**src/hdl/mlr_pkg.sv**
```systemverilog
package mlr_pkg;

   // Coordinate width fixes the payload structs, so it lives here.
   localparam int COORD_BITS = 6;
   localparam int DELTA_BITS = COORD_BITS + 2;
   localparam int DEC_BITS   = COORD_BITS + 4;

   localparam logic OP_MOVE = 1'b0;
   localparam logic OP_LINE = 1'b1;

   // Slope class of a run after the endpoints are ordered.
   localparam logic [2:0] CLS_VERT       = 3'd0;
   localparam logic [2:0] CLS_STEEP_UP   = 3'd1;
   localparam logic [2:0] CLS_SHALLOW_UP = 3'd2;
   localparam logic [2:0] CLS_SHALLOW_DN = 3'd3;
   localparam logic [2:0] CLS_STEEP_DN   = 3'd4;

   typedef struct packed {
      logic                  opcode;
      logic [COORD_BITS-1:0] x_coord;
      logic [COORD_BITS-1:0] y_coord;
   } req_word_type;

   typedef struct packed {
      logic [COORD_BITS-1:0] pixel_x;
      logic [COORD_BITS-1:0] pixel_y;
      logic                  last;
   } rsp_word_type;

   typedef struct packed {
      logic accept;
      logic latch;
      logic setup;
      logic step;
   } cmd_type;

   typedef struct packed {
      logic len_zero;
      logic last_pixel;
      logic out_busy;
   } status_type;

endpackage

```
**src/hdl/mlr_ctrl.sv**
```systemverilog
module mlr_ctrl
   import mlr_pkg::*;
(
   input  logic       clock,
   input  logic       reset,
   input  logic       req_valid,
   input  logic       req_opcode,
   output logic       req_ready,
   input  logic       rsp_ready,
   input  status_type status,
   output cmd_type    cmd
);

   localparam logic [1:0] ST_IDLE  = 2'd0;
   localparam logic [1:0] ST_SETUP = 2'd1;
   localparam logic [1:0] ST_RUN   = 2'd2;

   logic [1:0] state_ff;
   logic [1:0] state_in;

   always_comb begin
      state_in   = state_ff;
      req_ready  = 1'b0;
      cmd        = '0;
      case (state_ff)
         ST_IDLE: begin
            req_ready  = 1'b1;
            cmd.accept = req_valid;
            if (req_valid && req_opcode == OP_LINE) begin
               cmd.latch = 1'b1;
               state_in  = ST_SETUP;
            end
         end
         ST_SETUP: begin
            cmd.setup = 1'b1;
            state_in  = status.len_zero ? ST_IDLE : ST_RUN;
         end
         ST_RUN: begin
            // A pixel moves into the output register whenever it is free or its word is taken.
            cmd.step = !status.out_busy || rsp_ready;
            if (cmd.step && status.last_pixel) begin
               state_in = ST_IDLE;
            end
         end
         default: begin
            state_in = ST_IDLE;
         end
      endcase
   end

   always_ff @(posedge clock) begin
      if (reset) begin
         state_ff <= ST_IDLE;
      end else begin
         state_ff <= state_in;
      end
   end

endmodule

```
**src/hdl/mlr_datapath.sv**
```systemverilog
module mlr_datapath
   import mlr_pkg::*;
(
   input  logic         clock,
   input  logic         reset,
   input  req_word_type req_word,
   input  cmd_type      cmd,
   output status_type   status,
   input  logic         rsp_ready,
   output logic         rsp_valid,
   output rsp_word_type rsp_word
);

   logic [COORD_BITS-1:0] cur_x_ff, cur_y_ff;
   logic [COORD_BITS-1:0] sx_ff, sy_ff, ex_ff, ey_ff;
   logic [2:0]            cls_ff, cls_in;
   logic signed [DEC_BITS-1:0] d_ff, d0_in;
   logic signed [DEC_BITS-1:0] inc_a_ff, inc_a_in, inc_b_ff, inc_b_in;
   logic [COORD_BITS-1:0] cnt_ff, len_in;
   logic                  rsp_valid_ff;
   rsp_word_type          rsp_word_ff;

   logic                  swap;
   logic signed [DELTA_BITS-1:0] dx, dy, neg_dx;
   logic signed [DEC_BITS-1:0]   dxw, dyw;
   logic                  take;
   logic                  d_neg, d_zero;

   // Order the endpoints: smaller x first, and smaller y first on a vertical.
   assign swap = (cur_x_ff > req_word.x_coord) ||
                 (cur_x_ff == req_word.x_coord && cur_y_ff > req_word.y_coord);

   assign dx     = $signed({2'b00, ex_ff}) - $signed({2'b00, sx_ff});
   assign dy     = $signed({2'b00, ey_ff}) - $signed({2'b00, sy_ff});
   assign neg_dx = -dx;
   assign dxw    = DEC_BITS'(dx);
   assign dyw    = DEC_BITS'(dy);

   always_comb begin
      cls_in   = CLS_VERT;
      d0_in    = '0;
      inc_a_in = '0;
      inc_b_in = '0;
      len_in   = dy[COORD_BITS-1:0];
      if (dx == '0) begin
         cls_in = CLS_VERT;
      end else if (dy > dx) begin
         cls_in   = CLS_STEEP_UP;
         d0_in    = (dxw <<< 1) - dyw;
         inc_a_in = (dxw <<< 1) - (dyw <<< 1);
         inc_b_in = dxw <<< 1;
      end else if (!dy[DELTA_BITS-1]) begin
         cls_in   = CLS_SHALLOW_UP;
         d0_in    = dxw - (dyw <<< 1);
         inc_a_in = (dxw <<< 1) - (dyw <<< 1);
         inc_b_in = -(dyw <<< 1);
         len_in   = dx[COORD_BITS-1:0];
      end else if (dy >= neg_dx) begin
         cls_in   = CLS_SHALLOW_DN;
         d0_in    = -dxw - (dyw <<< 1);
         inc_a_in = -(dxw <<< 1) - (dyw <<< 1);
         inc_b_in = -(dyw <<< 1);
         len_in   = dx[COORD_BITS-1:0];
      end else begin
         cls_in   = CLS_STEEP_DN;
         d0_in    = -(dxw <<< 1) - dyw;
         inc_a_in = -(dxw <<< 1) - (dyw <<< 1);
         inc_b_in = -(dxw <<< 1);
         len_in   = COORD_BITS'(-dy);
      end
   end

   assign d_neg  = d_ff[DEC_BITS-1];
   assign d_zero = (d_ff == '0);

   always_comb begin
      case (cls_ff)
         CLS_STEEP_UP:   take = !d_neg;
         CLS_SHALLOW_UP: take = d_neg;
         CLS_SHALLOW_DN: take = !d_neg && !d_zero;
         CLS_STEEP_DN:   take = d_neg;
         default:        take = 1'b0;
      endcase
   end

   always_ff @(posedge clock) begin
      if (reset) begin
         cur_x_ff <= '0;
         cur_y_ff <= '0;
      end else if (cmd.accept) begin
         cur_x_ff <= req_word.x_coord;
         cur_y_ff <= req_word.y_coord;
      end
   end

   always_ff @(posedge clock) begin
      if (cmd.latch) begin
         sx_ff <= swap ? req_word.x_coord : cur_x_ff;
         sy_ff <= swap ? req_word.y_coord : cur_y_ff;
         ex_ff <= swap ? cur_x_ff : req_word.x_coord;
         ey_ff <= swap ? cur_y_ff : req_word.y_coord;
      end else if (cmd.step) begin
         case (cls_ff)
            CLS_STEEP_UP: begin
               sx_ff <= sx_ff + COORD_BITS'(take);
               sy_ff <= sy_ff + COORD_BITS'(1);
            end
            CLS_SHALLOW_UP: begin
               sx_ff <= sx_ff + COORD_BITS'(1);
               sy_ff <= sy_ff + COORD_BITS'(take);
            end
            CLS_SHALLOW_DN: begin
               sx_ff <= sx_ff + COORD_BITS'(1);
               sy_ff <= sy_ff - COORD_BITS'(take);
            end
            CLS_STEEP_DN: begin
               sx_ff <= sx_ff + COORD_BITS'(take);
               sy_ff <= sy_ff - COORD_BITS'(1);
            end
            default: begin
               sy_ff <= sy_ff + COORD_BITS'(1);
            end
         endcase
      end
   end

   always_ff @(posedge clock) begin
      if (cmd.setup) begin
         cls_ff   <= cls_in;
         d_ff     <= d0_in;
         inc_a_ff <= inc_a_in;
         inc_b_ff <= inc_b_in;
         cnt_ff   <= len_in;
      end else if (cmd.step) begin
         d_ff   <= d_ff + (take ? inc_a_ff : inc_b_ff);
         cnt_ff <= cnt_ff - COORD_BITS'(1);
      end
   end

   always_ff @(posedge clock) begin
      if (cmd.step) begin
         rsp_word_ff.pixel_x <= sx_ff;
         rsp_word_ff.pixel_y <= sy_ff;
         rsp_word_ff.last    <= (cnt_ff == COORD_BITS'(1));
      end
   end

   always_ff @(posedge clock) begin
      if (reset) begin
         rsp_valid_ff <= 1'b0;
      end else if (cmd.step) begin
         rsp_valid_ff <= 1'b1;
      end else if (rsp_ready) begin
         rsp_valid_ff <= 1'b0;
      end
   end

   assign status.len_zero   = (len_in == '0);
   assign status.last_pixel = (cnt_ff == COORD_BITS'(1));
   assign status.out_busy   = rsp_valid_ff;

   assign rsp_valid = rsp_valid_ff;
   assign rsp_word  = rsp_word_ff;

endmodule

```
**src/hdl/midpoint_line_rasterizer.sv**
```systemverilog
// Midpoint line rasterizer.
// The request channel (req_valid, req_ready, req_word) takes one command word:
// a move sets the current point, a line draws from the current point to the
// given end point and then makes that point current. The response channel
// (rsp_valid, rsp_ready, rsp_word) returns one word per pixel, with last set
// on the final pixel of a run. The far endpoint of a run is not drawn, and a
// line to the current point produces no pixels.
// A move only updates the current point. A line first latches the ordered
// endpoints, then has a setup step for the deltas, slope class and decision
// value, then walks the run at one pixel per cycle while the receiver keeps
// up, with one decision variable update per pixel; a run has L pixels (L is
// the major-axis length, at most 63). The first pixel word is registered in
// the output register after the latch, the setup step and its first walk step.
// The next command is accepted as soon as the last pixel of a run has entered
// the output register, even while that pixel still waits for rsp_ready.
// When the receiver stalls, the walk pauses and the pending word is held.
// Synchronous reset clears the current point to the origin, empties the
// output register and returns the controller to idle.
module midpoint_line_rasterizer
   import mlr_pkg::*;
(
   input  logic         clock,
   input  logic         reset,
   input  logic         req_valid,
   output logic         req_ready,
   input  req_word_type req_word,
   output logic         rsp_valid,
   input  logic         rsp_ready,
   output rsp_word_type rsp_word
);

   // Commands flow from the controller to the datapath; status flows back.
   cmd_type    cmd;
   status_type status;

   mlr_ctrl u_ctrl (
      .clock      (clock),
      .reset      (reset),
      .req_valid  (req_valid),
      .req_opcode (req_word.opcode),
      .req_ready  (req_ready),
      .rsp_ready  (rsp_ready),
      .status     (status),
      .cmd        (cmd)
   );

   mlr_datapath u_datapath (
      .clock     (clock),
      .reset     (reset),
      .req_word  (req_word),
      .cmd       (cmd),
      .status    (status),
      .rsp_ready (rsp_ready),
      .rsp_valid (rsp_valid),
      .rsp_word  (rsp_word)
   );

endmodule

```
**config.mk**
```make
export PLATFORM = sky130hd
export DESIGN_NAME = midpoint_line_rasterizer
export DESIGN_NICKNAME = d
export VERILOG_FILES = /design/src/hdl/mlr_pkg.sv /design/src/hdl/mlr_ctrl.sv /design/src/hdl/mlr_datapath.sv /design/src/hdl/midpoint_line_rasterizer.sv
export SDC_FILE = /design/constraint.sdc
export NUM_CORES = 1
export LEC_CHECK = 0
export BUFFER_PORTS_ARGS = -buffer_cell sky130_fd_sc_hd__buf_2
export CORE_ASPECT_RATIO = 0.8
export CORE_MARGIN = 4
export CORE_UTILIZATION = 40
export CTS_BUF_LIST = sky130_fd_sc_hd__clkbuf_4 sky130_fd_sc_hd__clkbuf_8 sky130_fd_sc_hd__clkbuf_16
export DETAILED_ROUTE_END_ITERATION = 7
export HOLD_SLACK_MARGIN = 0.15
export PLACE_DENSITY = 0.63
export SETUP_SLACK_MARGIN = 0.2
export SLEW_MARGIN = 20
export SYNTH_ARGS = -nofsm -noshare
export SYNTH_HDL_FRONTEND = slang
export SYNTH_HIERARCHICAL = 1
export SYNTH_SLANG_ARGS = --single-unit
```
**constraint.sdc**
```tcl
create_clock -name clock -period 5.46 [get_ports clock]
set_clock_uncertainty 0.1 [all_clocks]
set_input_delay 1.092 -clock clock [delete_from_list [all_inputs] [get_ports clock]]
set_output_delay 1.092 -clock clock [all_outputs]
set_load 0.01 [all_outputs]
```
==> impl_results.md, run 1 <==
- Leading cell type in the layout, fill and taps excluded: nor2_1
- R2R depth: 19
- Hold path cells: 0
- CTS Buf Count: 9
- Synth Flop Type: edfxtp_1
- I/O Pins: 32
- Worst path slowest cell: or4_4
- Root Driver: clkbuf_16
- Crit path from: u_datapath/sx_ff[0]
- Mean routed wirelength per cell: 17.9 um
- Post-synthesis cell type count: 85
- Clock slew seen by the registers of the worst setup and hold paths: 70 ps
- Initial DRC Count: 643
- Input/output buffers: 31
- Slew Viols, Final: 0
- Share of cells above drive strength 1: 12.6%
- CTS tree: yes
- Worst r2r src: u_datapath/sx_ff[0]
- Most frequent cells in the layout: 110 x nor2_1, 98 x ha_1, 74 x edfxtp_1
- Fill cell count: 1866
- Hpwl dp: 16.2 mm
- Rel. slew slack: 22.9%
- H-tree depth: 3
- Fmax: 199 MHz
- Hold WC Path Type: reg2reg
- GPL Wtd Cong: 0.938
- Initial antenna violation count: 0
- Avg Inst Size Synth: 9.28 sq um
- Final wirelength: 20.9 mm
- Via density: 5.53
- WP data arrival: 5200 ps
- Comb pwr share: 67.5%
- Critical-path cell list: ha_1 -> fa_1 -> nand2b_1 -> a21oi_2 -> xnor2_1 -> buf_4 -> inv_1 -> ha_1 -> nand2_1 -> nor2_1 -> nor2_1 -> and3_1 -> or4_4 -> a2111o_1 -> o221a_2 -> and4_4 -> and4_1 -> nor2_1 -> o2bb2ai_1
- CP most frequent cell: nor2_1
- Area growth syn-to-layout: 10.8%
- Post-route minimum period: 5020 ps
- Hold wc startpoint: u_datapath/sy_ff[5]
- Max stage delay on crit path: 640 ps
- RSZ-0062 raised after global routing: no
- CTS Buffer Depth: 2
- Final setup viols: 0
- Largest net degree at the start of global routing: 47
- Clock power frac: 12.9%
- Synth Register Bits: 89
- Via count: 6436
- Cell-internal power: 0.00258 W
- Chip Height: 135 um
- Power per standard cell area: 548 mW/mm^2
- Layout Nets: 1025
- N_diodes: 0
- Initial cell density of the core: 41.4%
- Final antenna-violating net count: 0
- Period utilization: 91.9%
- Sequential-to-total area share from yosys stat: 31.5%
- Synthesized area: 0.00800 sq mm
- Final number of hold-violating endpoints: 0
- Critical path peak fanout: 13
- Die width: 166 um
- Switching Share: 46.9%
- Fin area: 0.00886 sq mm
- Switch Pwr: 0.00228 W
- Sequential group share of total power: 19.6%
- Synth warn: 6
- Worst IR drop on VDD: 200 uV
- MaxCap Viol Count: 0
- Critical Path RT: 5640 ps
- Fraction of post-synthesis cell area in the top cell type by area: 27.8%
- Setup TNS: 0 ps
- Worst skew pair latency: 350 ps
- # rows: 45
- Startpoint types: flop
- Synth async-reset ratio: 0%
- Vias in the first global route: 6130
- CP Capture Type: flop
- Status: completed
- Clock sink count: 89
- Leakage: 3.75 nW
- GRT overflow: 0
- GRT Overall Usage: 18.6%
- Cell taking the most area after synthesis: edfxtp_1
- Placed Area: 0.00854 sq mm
- Synth area leaders: edfxtp_1 28%, ha_1 15%, nor2_1 5.2%
- DR DRC count: 0
- CORE AREA: 0.0193 sq mm
- First-pass DRT Iterations: 6
- Crit Path Class: reg2reg
- Mapped Cells: 862
- Net Count, Synth: 986
- Post-synth EDFFs: 74
- Die area: 0.0223 sq mm
- Global-route wire length before repair: 33.2 mm
- Worst slew pin tran: 1140 ps
==> path summary, 6_finish.rpt <==
| path | endpoint | slack [ps] |
|---|---|---|
| worst max-delay path | u_ctrl/state_ff[1] | 440 |
| worst min register to register | u_datapath/rsp_word[6] | 370 |
| worst min-delay path | u_datapath/rsp_word[6] | 370 |
| worst max register to register | u_ctrl/state_ff[1] | 440 |
==> cell families (layout without fill, tap and decap cells) <==
| family | after synthesis | after routing | synth area share (%) |
|---|---|---|---|
| XOR/XNOR | 69 | 69 | 7.74 |
| adder cells (fa/ha/maj) | 108 | 108 | 17.7 |
| AND/OR/NAND/NOR | 251 | 251 | 15.5 |
| multiplexers | 38 | 38 | 4.91 |
| AO/OA/AOI/OAI | 212 | 212 | 17.8 |
| flip-flops | 89 | 89 | 31.5 |
| buffers and inverters | 95 | 139 | 4.75 |
==> layer usage <==
metal / vias to the layer above / wire [um] / track usage [%]
li1: 3171 / - / -
met4: 0 / 297 / 4.26
met5: - / 0 / 0
met2: 194 / 8620 / 26.9
met1: 3054 / 10400 / 28.5
met3: 17 / 1520 / 3.80
==> registers in the layout, indices dropped and copies added (netlist names), 6 cells and up <==
register             cells
u_datapath/rsp_word     13
u_datapath/cur_x_ff      6
u_datapath/d_ff         10
u_datapath/ex_ff         6
u_datapath/cur_y_ff      6
u_datapath/cnt_ff        6
u_datapath/sy_ff         6
u_datapath/ey_ff         6
u_datapath/inc_b_ff      9
u_datapath/sx_ff         6
u_datapath/inc_a_ff      9
==> power groups by stage <==
| stage | Combinational [W] | Sequential [W] | Clock [W] |
|---|---|---|---|
| finish | 0.00328 | 0.000953 | 0.000629 |
| global route | 0.00360 | 0.000962 | 0.000671 |
| CTS | 0.00320 | 0.000953 | 0.000645 |
| detailed placement | 0.00318 | 0.000967 | 0 |
| global placement | 0.00316 | 0.000966 | 0 |
| floorplan | 0.00238 | 0.000951 | 0 |
==> stage by stage <==
step | hold slack (ps) | worst slack (ps) | util [%] | cells | power (W)
finish | 372 | 445 | 45.9 | 1164 | 0.00486
global route | 399 | 203 | 45.9 | 1164 | 0.00523
CTS | 376 | 290 | 45.7 | 1163 | 0.00480
detailed placement | 358 | 350 | 44.2 | 1147 | 0.00415
global placement | 335 | 463 | 44.2 | 1147 | 0.00412
floorplan | 326 | 890 | - | 862 | 0.00334
==> final cells by class <==
class	count	area, sq um	share of cell area (%)
Multi-Input combinational cell	678	5130	57.9
Sequential cell	89	2520	28.5
Timing Repair Buffer	54	328	3.70
Tap cell	258	323	3.64
Inverter	69	262	2.95
Clock buffer	11	240	2.71
Clock inverter	5	56.3	0.635
==> repair_timing <==
item                                    4_1_cts  5_1_grt
hold buffers                                  0        0
setup buffers                                 0        1
endpoints found under the setup margin        0       16
resized for setup                             0        3
==> worst max-delay path, delay by kind of cell (launching register included) <==
| family | cells | cell delay [ps] |
|---|---|---|
| compound gates | 4 | 880 |
| xor+xnor | 1 | 160 |
| fa+ha+maj | 3 | 1120 |
| buf+inv | 2 | 350 |
| flops | 1 | 430 |
| simple gates | 9 | 1890 |
==> synth_stat cells (4+ instances only) <==
library cell    n
clkbuf_1       20
o21ai_0        35
xor2_1         24
edfxtp_1       74
nor2b_1        16
fa_1            9
xnor2_1        43
and3_1          9
o221a_2         4
dfxtp_1        15
nand2b_1       17
ha_1           98
nand3_1        14
a21o_1         20
o21ai_1         4
o21a_1          6
a211oi_1       10
inv_1          66
o21bai_1       11
nor4_1          4
nor2_1        110
mux2i_1        28
nand2_1        40
a21oi_1        73
nor3_1         11
and2_1          4
o221ai_1        9
mux2_2         10
(Power assumes the default switching activity.)
==> run 2, diff against run 1 <==
SYNTH_HIERARCHICAL = unset   (was 1)
==> impl_results.md, run 2 <==
- Status: completed
- CTS tree: yes
- Critical path buffers and inverters: 5 (+3)
- Initial antenna violation count: 0 (unchanged)
- Layout Nets: 1050 (+2.4%)
- Crit path from: u_datapath.ex_ff[0]
- Hold WC Path Type: reg2reg
- Mean routed wirelength per cell: 18.3 um (+2.1%)
- Cells after DPL: 1170 (+2.0%)
- Synth cell count leaders: 100 x ha_1, 84 x nand2_1, 80 x a21oi_1
- Global-route wire length before repair: 34.1 mm (+2.7%)
- Period utilization: 89.1% (-2.7 points)
- Net Count, Synth: 1008 (+2.2%)
- Synth area leaders: edfxtp_1 28%, ha_1 16%, a21oi_1 5.0%
- Post-route minimum period: 4870 ps (-149 ps)
- R2R depth: 18 (-1)
- Initial DRC Count: 552 (-14%)
- Worst slew pin tran: 867 ps (-275 ps)
- RSZ-0062 raised after global routing: no
- Worst path slowest cell: ha_1
- Mapped Cells: 882 (+2.3%)
- Die width: 166 um (about the same)
- Via count: 6517 (+1.3%)
- Avg Inst Size Synth: 9.06 sq um (-2.4%)
- Setup TNS: 0 ps (unchanged)
- Sequential-to-total area share from yosys stat: 31.6% (+0.044 points)
- Fraction of post-synthesis cell area in the top cell type by area: 27.8% (+0.039 points)
- CTS Buf Count: 9 (unchanged)
- GRT overflow: 0 (unchanged)
- Worst r2r src: u_datapath.ex_ff[0]
- Largest net degree at the start of global routing: 29 (-38%)
- Delay-heaviest family, CP: compound AO/OA/AOI/OAI gates
- Max stage delay on crit path: 460 ps (-180 ps)
- Final antenna-violating net count: 0 (unchanged)
- Share of cells above drive strength 1: 12.2% (-0.42 points)
- FF-to-FF End: u_datapath.d_ff[5]
- I/O Pins: 32 (unchanged)
- Final wirelength: 21.7 mm (+4.1%)
- Hpwl dp: 17.1 mm (+5.4%)
- Chip Height: 134 um (about the same)
- # rows: 45 (unchanged)
- CTS Buffer Depth: 2 (unchanged)
- Hold path cells: 0 (unchanged)
- Synth Register Bits: 89 (unchanged)
- N_diodes: 0 (unchanged)
- Critical Path RT: 5470 ps (-170 ps)
- DR DRC count: 0 (unchanged)
- Final number of hold-violating endpoints: 0 (unchanged)
- Synth warn: 0 (-6)
- GRT Overall Usage: 19.4% (+0.84 points)
- Post-synthesis cell type count: 73 (-14%)
- Leading cell type in the layout, fill and taps excluded: ha_1
- Final Non-Filler Cells: 1187 (+2.0%)
- Final setup viols: 0 (unchanged)
- Post-synth EDFFs: 74 (unchanged)
- Fill cell count: 1856 (-0.54%)
- First-pass DRT Iterations: 5 (-1)
- Hold EP: u_datapath.rsp_word[6]
- Synthesized area: 0.00799 sq mm (-0.14%)
- Critical path peak fanout: 8 (-5)
- Hold-fix buffers, CTS: 0 (unchanged)
- Reg2reg setup slack: 590 ps (+150 ps)
- CORE AREA: 0.0193 sq mm (unchanged)
- Top-count cell post-synth: ha_1
- Root Driver: clkbuf_16
- MaxCap Viol Count: 0 (unchanged)
- Worst skew pair latency: 360 ps (about the same)
- Largest register FFs: 13 (unchanged)
- Die area: 0.0223 sq mm (-0.13%)
- Slew Viols, Final: 0 (unchanged)
- Crit Path Class: reg2reg
- Hold WS: 345 ps (-27.2 ps)
- Startpoint types: flop
- Input/output buffers: 31 (unchanged)
- Via density: 5.49 (-0.70%)
- Synth Flop Type: edfxtp_1
- WP data arrival: 4870 ps (-330 ps)
- CP most frequent cell: inv_1
- Critical-path cell list: inv_1 -> ha_1 -> inv_1 -> fa_1 -> xnor2_2 -> inv_4 -> a2111oi_4 -> o32ai_2 -> o32ai_2 -> inv_1 -> ha_1 -> and2_1 -> nand2_1 -> o211ai_4 -> mux2i_1 -> a2111oi_0 -> buf_4 -> a221o_1
- Most frequent cells in the layout: 100 x ha_1, 84 x nand2_1, 80 x a21oi_1
- Vias in the first global route: 6098 (-0.52%)
- CP Capture Type: flop
- Cell taking the most area after synthesis: edfxtp_1
- Fmax: 205 MHz (+3.1%)
- Synth async-reset ratio: 0% (unchanged)
- Hold wc startpoint: u_datapath.sy_ff[5]
- Area growth syn-to-layout: 11.2%
- H-tree depth: 3 (unchanged)
- Initial cell density of the core: 41.4% (-0.058 points)
- Clock sink count: 89 (unchanged)
- GPL Wtd Cong: 0.993 (+5.9%)
- Rel. slew slack: 41.6% (+19 points)
- Clock slew seen by the registers of the worst setup and hold paths: 70 ps (about the same)
run 2: cell types whose count changed after synthesis, moves of 7 or more:
| cell | change |
|---|---|
| a21oi_1 | +7 |
| mux2i_1 | -8 |
| inv_1 | +8 |
| nand2_1 | +44 |
| o21ai_0 | +10 |
| nor2_1 | -35 |
| o221ai_1 | -8 |
run 2: layout make-up:
class,count,area [sq um],share of cell area (%)
tap,258,323,3.63
timing repair buffer,62,388,4.37
clock buffer,9,225,2.53
clock inverter,7,67.6,0.760
sequential,89,2520,28.4
inverter,77,292,3.28
multi-input combinational,685,5070,57.0
run 2: metrics by stage:
stage               area (sq um)  util (%)  setup WS, ps
floorplan                   7990         -           278
CTS                         8870      45.9           400
detailed placement          8580      44.4           447
global placement            8580      44.4           557
finish                      8880      46.0           593
global route                8880      46.0           240
run 2: metal layers:
layer / wire (um) / global-route usage [%]
met3: 2070 / 6.01
met2: 8570 / 26.7
met5: 0 / 0
met4: 265 / 3.94
met1: 10800 / 29.8
run 2: repair_timing:
action	CTS	global route
gates resized for setup	0	2
buffers inserted	0	1
setup endpoints to repair	0	9
endpoints found under the hold margin	0	0
run 2: worst max-delay path by stage:
| stage | end | cells past startpoint |
|---|---|---|
| 4_1_cts | u_datapath.d_ff[0] | 17 |
| 6_report | u_datapath.d_ff[5] | 18 |
| 2_1_floorplan | u_datapath.inc_b_ff[6] | 22 |
| 3_3_place_gp | u_datapath.d_ff[0] | 17 |
| 5_1_grt | u_datapath.d_ff[5] | 17 |
| 3_5_place_dp | u_datapath.d_ff[0] | 17 |
run 2: logic make-up (layout without fill, tap and decap cells):
kind of cell    after synthesis  after routing  share of synthesized area [%]
fa+ha+maj                   109            109                           17.9
xor+xnor                     67             67                           7.53
simple gates                242            242                           13.8
compound gates              236            236                           19.9
buf+inv                     108            155                           5.26
mux                          31             31                           4.09
flops                        89             89                           31.6
run 2: worst reg2reg max path: stages, from the launching register on:
cell and delay, ps:
edfxtp_1 370, inv_1 60, ha_1 180, inv_1 60, fa_1 450, xnor2_2 230, inv_4 110, a2111oi_4 290
o32ai_2 200, o32ai_2 340, inv_1 120, ha_1 460, and2_1 320, nand2_1 130, o211ai_4 380, mux2i_1 260
a2111oi_0 120, buf_4 170, a221o_1 250
Power of run 2 is not shown: default switching activity piles up to over one toggle a cycle in this logic, so the estimate is an artifact.
==> run 3, diff against run 2 <==
PLACE_DENSITY = 0.56   (was 0.63)
==> impl_results.md, run 3 (synthesis results as in run 2) <==
- Crit path from: u_datapath.sx_ff[2]
- H-tree depth: 3 (unchanged)
- Input/output buffers: 31 (unchanged)
- Clock sink count: 89 (unchanged)
- GRT Overall Usage: 19.8% (+0.31 points)
- Final antenna-violating net count: 0 (unchanged)
- Chip Height: 134 um (unchanged)
- MaxCap Viol Count: 0 (unchanged)
- Worst r2r src: u_datapath.sx_ff[2]
- First-pass DRT Iterations: 5 (unchanged)
- Critical Path RT: 5590 ps (+120 ps)
- Clock slew seen by the registers of the worst setup and hold paths: 70 ps (about the same)
- R2R depth: 19 (+1)
- Hpwl dp: 17.6 mm (+3.4%)
- Reg2reg setup slack: 470 ps (-130 ps)
- Hold WC Path Type: reg2reg
- Largest net degree at the start of global routing: 29 (unchanged)
- Post-route minimum period: 4990 ps (+126 ps)
- GPL Wtd Cong: 0.936 (-5.7%)
- Period utilization: 91.4% (+2.3 points)
- RSZ-0062 raised after global routing: no
- CTS Buffer Depth: 2 (unchanged)
- CTS Buf Count: 9 (unchanged)
- Critical path buffers and inverters: 5 (unchanged)
- Worst slew pin tran: 840 ps (-27.4 ps)
- CP Depth: 19 (+1)
- FF-to-FF End: u_ctrl.state_ff[1]
- Worst skew pair latency: 360 ps (about the same)
- Initial cell density of the core: 41.4% (unchanged)
- Setup TNS: 0 ps (unchanged)
- CP Capture Type: flop
- Final number of hold-violating endpoints: 0 (unchanged)
- Status: completed
- Crit Path Class: reg2reg
- WP data arrival: 5130 ps (+260 ps)
- Share of cells above drive strength 1: 12.2% (unchanged)
- CTS tree: yes
- Via count: 6440 (-1.2%)
- Die width: 166 um (unchanged)
- DR DRC count: 0 (unchanged)
- Final setup viols: 0 (unchanged)
- Vias in the first global route: 6051 (-0.77%)
- Area growth syn-to-layout: 11.8%
- Max stage delay on crit path: 550 ps (+90 ps)
- Mean routed wirelength per cell: 18.6 um (+1.7%)
- Initial DRC Count: 572 (+3.6%)
- Initial antenna violation count: 0 (unchanged)
- Leading cell type in the layout, fill and taps excluded: ha_1
- Startpoint types: flop
- Slew Viols, Final: 0 (unchanged)
- Crit path to: u_ctrl.state_ff[1]
- Root Driver: clkbuf_16
- Largest register FFs: 13 (unchanged)
- Global-route wire length before repair: 34.5 mm (+1.2%)
- # rows: 45 (unchanged)
- Hold WS: 352 ps (+6.74 ps)
- Delay-heaviest family, CP: compound AO/OA/AOI/OAI gates
- Rel. slew slack: 43.4% (+1.8 points)
- CORE AREA: 0.0193 sq mm (unchanged)
- Via density: 5.43 (-1.2%)
- I/O Pins: 32 (unchanged)
- Most frequent cells in the layout: 100 x ha_1, 84 x nand2_1, 80 x a21oi_1
- N_diodes: 0 (unchanged)
- Die area: 0.0223 sq mm (unchanged)
- Final wirelength: 22.1 mm (+1.7%)
- Critical-path cell list: inv_1 -> ha_1 -> nor2_1 -> a21oi_1 -> xnor2_1 -> inv_1 -> xnor2_1 -> inv_1 -> ha_1 -> nand2_1 -> o21ai_0 -> a31o_2 -> a311oi_4 -> buf_4 -> buf_4 -> nor3_1 -> o2111ai_1 -> o41ai_2 -> o21ai_1
- Worst path slowest cell: xnor2_1
- Layout Nets: 1050 (unchanged)
- Critical path peak fanout: 10 (+2)
- Fmax: 200 MHz (-2.5%)
- GRT overflow: 0 (unchanged)
- CP most frequent cell: inv_1
==> run 3: changes by cell type in the layout (fill, tap and decap cells not counted), sizes merged <==
cell    delta
bufinv     +2
inv        -2
clkbuf     +1
clkinv     -1
==> run 3: layout make-up <==
type | instances | area (sq um)
fill | 1874 | 10400
multi-input combinational | 685 | 5070
sequential | 89 | 2520
timing repair buffer | 62 | 388
tap | 258 | 323
inverter | 77 | 292
clock buffer | 10 | 239
clock inverter | 6 | 98.8
==> run 3: what timing repair did <==
| item | in CTS | in global routing |
|---|---|---|
| hold buffers | 0 | 0 |
| setup endpoints to repair | 0 | 7 |
| buffers inserted | 0 | 2 |
| endpoints found under the hold margin | 0 | 0 |
| resized for setup | 0 | 1 |
==> run 3: per-layer routing <==
metal	vias up	track usage, %	part of all wire (%)
met5	-	0	0
met4	0	3.80	0.92
met3	12	4.83	8.1
met2	211	27.2	39
met1	2984	31.0	52
li1	3233	-	-
==> run 3: worst min-delay path by stage <==
stage / start / endpoint / slack [ps] / depth (start not counted)
final: u_datapath.sy_ff[5] / u_datapath.rsp_word[6] / 350 / 0
after global routing: u_datapath.sy_ff[5] / u_datapath.rsp_word[6] / 370 / 0
after CTS: u_datapath.sy_ff[5] / u_datapath.rsp_word[6] / 350 / 0
after detailed placement: u_datapath.sy_ff[5] / u_datapath.rsp_word[6] / 330 / 0
after global placement: u_datapath.sy_ff[5] / u_datapath.rsp_word[6] / 330 / 0
after floorplan: u_datapath.sy_ff[5] / u_datapath.rsp_word[6] / 330 / 0
==> run 3: stage by stage <==
step / cells / instance area (sq um) / worst slack, ps / utilization (%)
floorplan: 882 / 7990 / 278 / -
global placement: 1169 / 8570 / 597 / 44.4
detailed placement: 1169 / 8570 / 488 / 44.4
CTS: 1185 / 8910 / 474 / 46.1
global route: 1187 / 8930 / 205 / 46.2
finish: 1187 / 8930 / 467 / 46.2
Power of run 3 is left out for the same reason.
